===== config.mk =====
export PLATFORM = sky130hd
export DESIGN_NAME = lwi_ctrl
export DESIGN_NICKNAME = d
export VERILOG_FILES = /design/src/rtl/core/lwi_pkg.sv /design/src/rtl/core/lwi_ctrl.sv
export SDC_FILE = /design/constraint.sdc
export NUM_CORES = 1
export LEC_CHECK = 0
export ABC_AREA = 1
export BUFFER_PORTS_ARGS = -buffer_cell sky130_fd_sc_hd__buf_4
export CAP_MARGIN = 20
export CELL_PAD_IN_SITES_DETAIL_PLACEMENT = 0
export CELL_PAD_IN_SITES_GLOBAL_PLACEMENT = 1
export CORE_MARGIN = 2
export CORE_UTILIZATION = 38
export DETAILED_ROUTE_END_ITERATION = 6
export PLACE_DENSITY_LB_ADDON = 0.1
export SKIP_CTS_REPAIR_TIMING = 1
export SLEW_MARGIN = 20
export SYNTH_ARGS = -nofsm -noshare
export SYNTH_HDL_FRONTEND = slang
export SYNTH_SLANG_ARGS = --single-unit

===== constraint.sdc =====
create_clock -name i_clk -period 1.7 [get_ports i_clk]
set_clock_uncertainty 0.15 [all_clocks]
set_input_delay 0.085 -clock i_clk [delete_from_list [all_inputs] [get_ports i_clk]]
set_output_delay 0.085 -clock i_clk [all_outputs]
set_load 0.005 [all_outputs]

===== src/rtl/core/lwi_pkg.sv =====
// Shared types and constants for the Langevin work integrator.
// State encoding, multiply schedule codes, config register indexes, saturation helper.
// No dependencies.
package lwi_pkg;

    localparam int MUL_W  = 33;
    localparam int PROD_W = 66;

    typedef logic signed [PROD_W-1:0] t_wide;

    typedef enum logic [2:0] {
        S_IDLE,
        S_MUL,
        S_WB,
        S_UPD,
        S_DIV,
        S_DONE
    } t_state;

    // multiply schedule, in issue order
    typedef enum logic [3:0] {
        M_VX_DT,
        M_VY_DT,
        M_KX_X,
        M_AL_Y,
        M_KY_Y,
        M_BE_X,
        M_FX_DT,
        M_FY_DT,
        M_G_NX,
        M_G_NY,
        M_BE_XM,
        M_AL_YM,
        M_A_VYM,
        M_B_VXM,
        M_S_DT,
        M_CNT_DT
    } t_mul_idx;

    localparam logic [2:0] CFG_ALPHA = 3'd0;
    localparam logic [2:0] CFG_BETA  = 3'd1;
    localparam logic [2:0] CFG_KX    = 3'd2;
    localparam logic [2:0] CFG_KY    = 3'd3;
    localparam logic [2:0] CFG_DT    = 3'd4;
    localparam logic [2:0] CFG_GAIN  = 3'd5;

    // noise gain reset value, given at 24 fraction bits
    localparam longint unsigned GAIN_RST_Q24 = 64'd750300;
    localparam int              GAIN_RST_FB  = 24;

    typedef struct packed {
        logic     accept;
        logic     load_start;
        logic     mul_issue;
        logic     mul_wb;
        t_mul_idx mul_idx;
        logic     update;
        logic     div_init;
        logic     div_step;
        logic     capture;
    } t_dp_cmd;

    function automatic logic signed [31:0] sat32(input t_wide v);
        logic signed [31:0] r;
        if (v > t_wide'(64'sh7FFFFFFF)) begin
            r = 32'sh7FFFFFFF;
        end else if (v < -t_wide'(64'sh80000000)) begin
            r = 32'sh80000000;
        end else begin
            r = v[31:0];
        end
        return r;
    endfunction

endpackage


===== src/rtl/core/lwi_ctrl.sv =====
// Sequencer for the Langevin work integrator.
// Walks the multiply schedule, the update step and the divider; owns both handshakes.
// Depends on lwi_pkg.
module lwi_ctrl #(
    parameter int FRAC_BITS = 24
) (
    input  logic             i_clk,
    input  logic             i_rst_n,
    input  logic             i_valid,
    input  logic             i_operation,
    output logic             o_stall,
    output logic             o_valid,
    input  logic             i_stall,
    output lwi_pkg::t_dp_cmd o_cmd
);
    import lwi_pkg::*;

    localparam int DIV_STEPS = 32 + FRAC_BITS;
    localparam int CNT_W     = $clog2(DIV_STEPS + 1);

    t_state         r_state, n_state;
    t_mul_idx       r_idx, n_idx;
    logic [CNT_W-1:0] r_cnt, n_cnt;
    logic           r_out_valid, n_out_valid;
    t_dp_cmd        cmd;
    logic           out_free;

    assign out_free = !r_out_valid || !i_stall;

    always_ff @(posedge i_clk) begin
        if (!i_rst_n) begin
            r_state     <= S_IDLE;
            r_idx       <= M_VX_DT;
            r_cnt       <= '0;
            r_out_valid <= 1'b0;
        end else begin
            r_state     <= n_state;
            r_idx       <= n_idx;
            r_cnt       <= n_cnt;
            r_out_valid <= n_out_valid;
        end
    end

    always_comb begin
        n_state = r_state;
        n_idx   = r_idx;
        n_cnt   = r_cnt;
        cmd     = '0;
        cmd.mul_idx = r_idx;
        unique case (r_state)
            S_IDLE: begin
                if (i_valid) begin
                    cmd.accept = 1'b1;
                    if (!i_operation) begin
                        cmd.load_start = 1'b1;
                        n_state = S_DONE;
                    end else begin
                        n_idx   = M_VX_DT;
                        n_state = S_MUL;
                    end
                end
            end
            S_MUL: begin
                cmd.mul_issue = 1'b1;
                n_state = S_WB;
            end
            S_WB: begin
                cmd.mul_wb = 1'b1;
                if (r_idx == M_G_NY) begin
                    n_state = S_UPD;
                end else if (r_idx == M_CNT_DT) begin
                    n_state = S_DIV;
                    n_cnt   = '0;
                end else begin
                    n_idx   = t_mul_idx'(r_idx + 4'd1);
                    n_state = S_MUL;
                end
            end
            S_UPD: begin
                cmd.update = 1'b1;
                n_idx   = M_BE_XM;
                n_state = S_MUL;
            end
            S_DIV: begin
                // first cycle loads the divider, the rest shift one bit each
                if (r_cnt == '0) begin
                    cmd.div_init = 1'b1;
                end
                cmd.div_step = 1'b1;
                n_cnt = r_cnt + 1'b1;
                if (r_cnt == CNT_W'(DIV_STEPS)) begin
                    n_state = S_DONE;
                end
            end
            S_DONE: begin
                if (out_free) begin
                    cmd.capture = 1'b1;
                    n_state = S_IDLE;
                end
            end
            default: n_state = S_IDLE;
        endcase
    end

    always_comb begin
        if (cmd.capture) begin
            n_out_valid = 1'b1;
        end else if (r_out_valid && !i_stall) begin
            n_out_valid = 1'b0;
        end else begin
            n_out_valid = r_out_valid;
        end
    end

    assign o_stall = (r_state != S_IDLE);
    assign o_valid = r_out_valid;
    assign o_cmd   = cmd;

    a_start_done: assert property (@(posedge i_clk) disable iff (!i_rst_n)
        (i_valid && !o_stall && !i_operation) |=> (r_state == S_DONE))
        else $error("start request did not go straight to result");
    a_step_mul: assert property (@(posedge i_clk) disable iff (!i_rst_n)
        (i_valid && !o_stall && i_operation) |=> (r_state == S_MUL && r_idx == M_VX_DT))
        else $error("step request did not begin the multiply schedule");
    a_capture: assert property (@(posedge i_clk) disable iff (!i_rst_n)
        (r_state == S_DONE && out_free) |=> (r_out_valid && r_state == S_IDLE))
        else $error("result capture lost");
endmodule


Word level (Yosys, flattened, before mapping)
Index checks and enable logic that the tools add are counted.
Widths: inputs -> output; s select.

word-level totals
  register bits after elaboration = 14
  bits in latches = 0
  RAM bits = 0
  bits in read-only memories = 0
  output and inout bits = 14
  logic and storage cells = 61
  memories kept = 0

operators by class
  add/sub/neg operators = 2
  $mul = 0
  divide/modulo/power cells = 0
  $lt $le $gt $ge = 0
  equal/unequal tests = 15
  shift-type cells = 0
  mux-type cells = 27
  bitwise logic cells = 0
  reductions and logical operators = 13

operators with widths
  operator             number
  $mux 3               6
  $pmux 3 s6           1
  $mux 4               4
  $ne 2x2->1 const B   7
  $mux 6               2
  $pmux 4 s3           1
  $pmux 6 s2           1
  $mux 1               9
  $eq 4x4->1 const B   2
  $add 6x1->6 const B  1
  $eq 3x2->1 const B   2
  $eq 3x3->1 const B   2
  $eq 6x6->1 const B   1
  $logic_not 6->1      1
  $mux 2               3
  $reduce_and 3->1     2
  $reduce_bool 3->1    2
  $reduce_and 5->1     1
  $add 4x1->4 const B  1
  $reduce_bool 2->1    2
  $eq 3x1->1 const B   1
  $logic_not 3->1      1
  $logic_not 1->1      2
  $logic_and 1x1->1    1
  $logic_or 1x1->1     1

Depth between registers and ports, before layout
  depth after elaboration = 5
  mapped depth = 9
  mapped depth without buffers = 9

Worst setup path before layout
No wires, ideal clock.

  path kind = register -> register
  from = register r_idx[0]
  to = register r_cnt[3]
  arrival = 1,161 ps
  data required time = 1,428 ps
  setup slack = 267 ps
  cell stages (with the launch flop) = 9
  path buffers = 0
  period minus slack after synthesis = 1,433 ps
  path through = dfxtp_1 > ha_1 > nand3_1 > inv_1 > nand2_2 > nand2_4 > inv_2 > nor3_2 > nor3_2

on the way
  word-level cells in the longest chain between the ends = 3
  elaborated cells between the ends (all ways) = 5
  classes of those cells = eq/ne: 4; reduce/logical: 1

RTL lines
  item                                   line                            source
  start, declared                        lwi_ctrl.sv:22                  t_mul_idx r_idx, n_idx;
  start signal, assigned                 lwi_ctrl.sv:38                  r_idx <= n_idx;
  $eq 4x4->1 (on tied branches)          lwi_ctrl.sv:71, lwi_ctrl.sv:69
  $ne 2x2->1 (no source line)            n/a
  $reduce_and 3->1 (no source line) (*)  n/a
  end signal, assigned                   lwi_ctrl.sv:39                  r_cnt <= n_cnt;
  end, declared                          lwi_ctrl.sv:23                  logic [CNT_W-1:0] r_cnt, n_cnt;

Every way passes the cells marked *; elsewhere a longest branch is shown, timed or not.
A chain may end at the register's enable or synchronous reset.

==> run metrics <==
outcome=finished, final reports clean; synth unique cells=25; Final Slew Violations=0; Clock Pin Slew Worst Setup and Hold Paths=roughly 90 ps; wire length on met1=around 1000 um; arrival time at the worst endpoint=between 1000 and 1500 ps; IO Pins=19; FMAX=between 0.6 and 0.7 GHz; ranking of synthesized cells by area=dfxtp_1 29%, a21oi_1 7.3%, nor3_2 7.3%, nand2_1 7.1%, nor2_4 7.1%; via/cell ratio=around 4.7; Pwr Total=roughly 1.3 mW; nets@finish=165; via count=around 860; commonest cells in the netlist=18 x nand2_1, 17 x inv_1, 14 x a21oi_1, 14 x dfxtp_1, 10 x nor2_1; critical path startpoint category=flip-flop; # setup viols final=0; Max clock buf depth=2; share of cells above drive strength 1=between 30% and 40%; register area share after synthesis=between 20 and 30%; wire length on met3=approximately 80 um; Root Buffer=clkbuf_4; final non-filler cell total=185; CP peak stage delay=around 370 ps; ys flop type=dfxtp_1; dpl cells=178; Cell Chain, Critical Path=nor2_4, inv_2, nor2_4, inv_2, nor4_2, buf_4; top cell type's share of synthesized area=about 30%; # diodes=0; relative slew slack=around four fifths; Core ar.=about 0.0024 mm^2; Seq cells post-synth=14; leakage power=roughly 0.54 nW; area leader, netlist=dfxtp_1; Hold Vio Cnt, Final=0; pin count of the biggest net entering global routing=9; Fillers=approximately 250; WP buf/inv=3; CP delay by family, top=simple AND/OR/NAND/NOR gates; post-synth design cell area=~960 um^2; Post-synth EDFFs=0; Starting DRT DRC Count=8; Worst Hold Class=in -> reg; crit-path max FO=4; pwr dens=roughly 1100 mW/mm^2; drt wl/cell=between 10 and 15 um; ys async rst share=0%; CTS H-tree depth=1; CTS Buf Count=3; grt total ovfl=0; synthesis-to-layout area growth=25.2%; post-DP HPWL=1580 um; dpl ws=121 ps; top-count cell post-synth=nand2_1; TritonRoute pass-1 iters=4; Tmin final=approximately 1600 ps; Critical Path Sink Type=output pin; synthesized instance count=between 100 and 150; syn_nets=140; initial antenna violation count=0; WL met2=approximately 880 um; GP Congestion=a little under 0.8; DRC errors left=0; All-Layer GR Usage=15.1%; Max Cap Violations=0; worst slew pin tran=272 ps; period utilisation layout=about 94%; fin util=49.3%; CTS tree=yes; Peak supply drop=around 0.56 mV; Routed WL=a little under 2000 um; Syn. warnings=0; Die W=54.2 um; Initial Util=about two fifths; Port Buffers=18; Antenna Nets Post-Route=0; Top Layer Used=met4; Synth Area per Inst=approximately 7.3 um^2; vias in the first global route=738; first-pass GRT wire length=3170 um; Critical Path RT=1460 ps; row count=18; unrepaired setup endpoints after global routing=true; Die Ht=between 50 and 60 um; die area=about 0.0029 mm^2; Setup WS post-layout=109 ps; Crit-path slowest cell=dfxtp_2; critical path class=reg -> out; clk_lat worst skew=about 280 ps; CTS Sinks=14
[metrics by stage]
| step | cell area [um^2] | hold slack (ps) | TNS (ps) |
|---|---|---|---|
| after floorplan | 957 | 55.4 | 0 |
| after CTS | 1160 | -94.9 | -86.0 |
| final | 1200 | 75.5 | 0 |
| after detailed placement | 1120 | 212 | 0 |
| after global routing | 1200 | 87.8 | -25.9 |
| after global placement | 1120 | 203 | 0 |
[tightest hold or removal path: stages]
cell and delay (ps):
buf_4 90, nor2_2 50, inv_2 80, a21oi_1 80, nor3_2 90
[layer usage]
metal  vias to the layer above  GRT usage [%]
met5                         -              0
met4                         0           6.25
met3                         2           3.33
met2                        15           23.3
met1                       379           20.2
li1                        468              -
[state kept, by name, summed over array words and instances (netlist names)]
signal,count
r_idx,4
r_cnt,6
o_valid,1
r_state,3
[cells in the final DEF (no fill, tap or decap)]
master,n
ha_1,4
nand3_4,1
nor3_1,2
nand3b_1,1
nand2_1,18
and3_1,2
nand4_1,1
nor2_2,5
dfxtp_4,1
nand3_2,1
o21ai_1,1
nand3_1,8
dfxtp_1,11
nor3_2,7
dfxtp_2,2
buf_4,19
nand2_4,1
nor2_4,6
nor2_1,10
xor2_1,1
xnor2_1,1
o21ai_0,2
inv_1,17
inv_2,7
nor4_2,1
clkbuf_8,1
clkbuf_4,3
a21oi_1,14
dlygate4sd3_1,2
nand2_2,5
[cell type report]
class                   instances  area (um^2)  area share, %
well taps                      30         37.5           3.13
repair buffers                 21          163           13.6
clock buffers                   4         36.3           3.03
inverters                      24         90.1           7.52
flip-flops and latches         14          287           23.9
multi-input cells              92          586           48.9
[cells by family after synthesis]
group / share of synthesized area [%]
AND/OR/NAND/NOR: 44.6
buffers and inverters: 10.2
AO/OA/AOI/OAI: 8.89
flip-flops: 29.3
adder cells (fa/ha/maj): 5.23
XOR/XNOR: 1.83
[worst paths after layout]
path / slack [ps] / depth (start not counted) / from / end
worst max-delay path: 110 / 6 / r_state[1] / o_cmd[2]
worst min-delay path: 80 / 5 / i_valid / r_state[2]
worst max register to register: 150 / 8 / r_idx[1] / r_cnt[3]
worst min register to register: 340 / 2 / o_valid / o_valid
[power breakdown]
group	internal [mW]	leakage (nW)	switching, mW	total, mW
clock network	0.130	0.0210	0.117	0.247
logic	0.248	0.401	0.329	0.577
registers	0.378	0.115	0.0652	0.443
total	0.757	0.537	0.511	1.27
No activity file was read; power rests on OpenSTA's default activity.
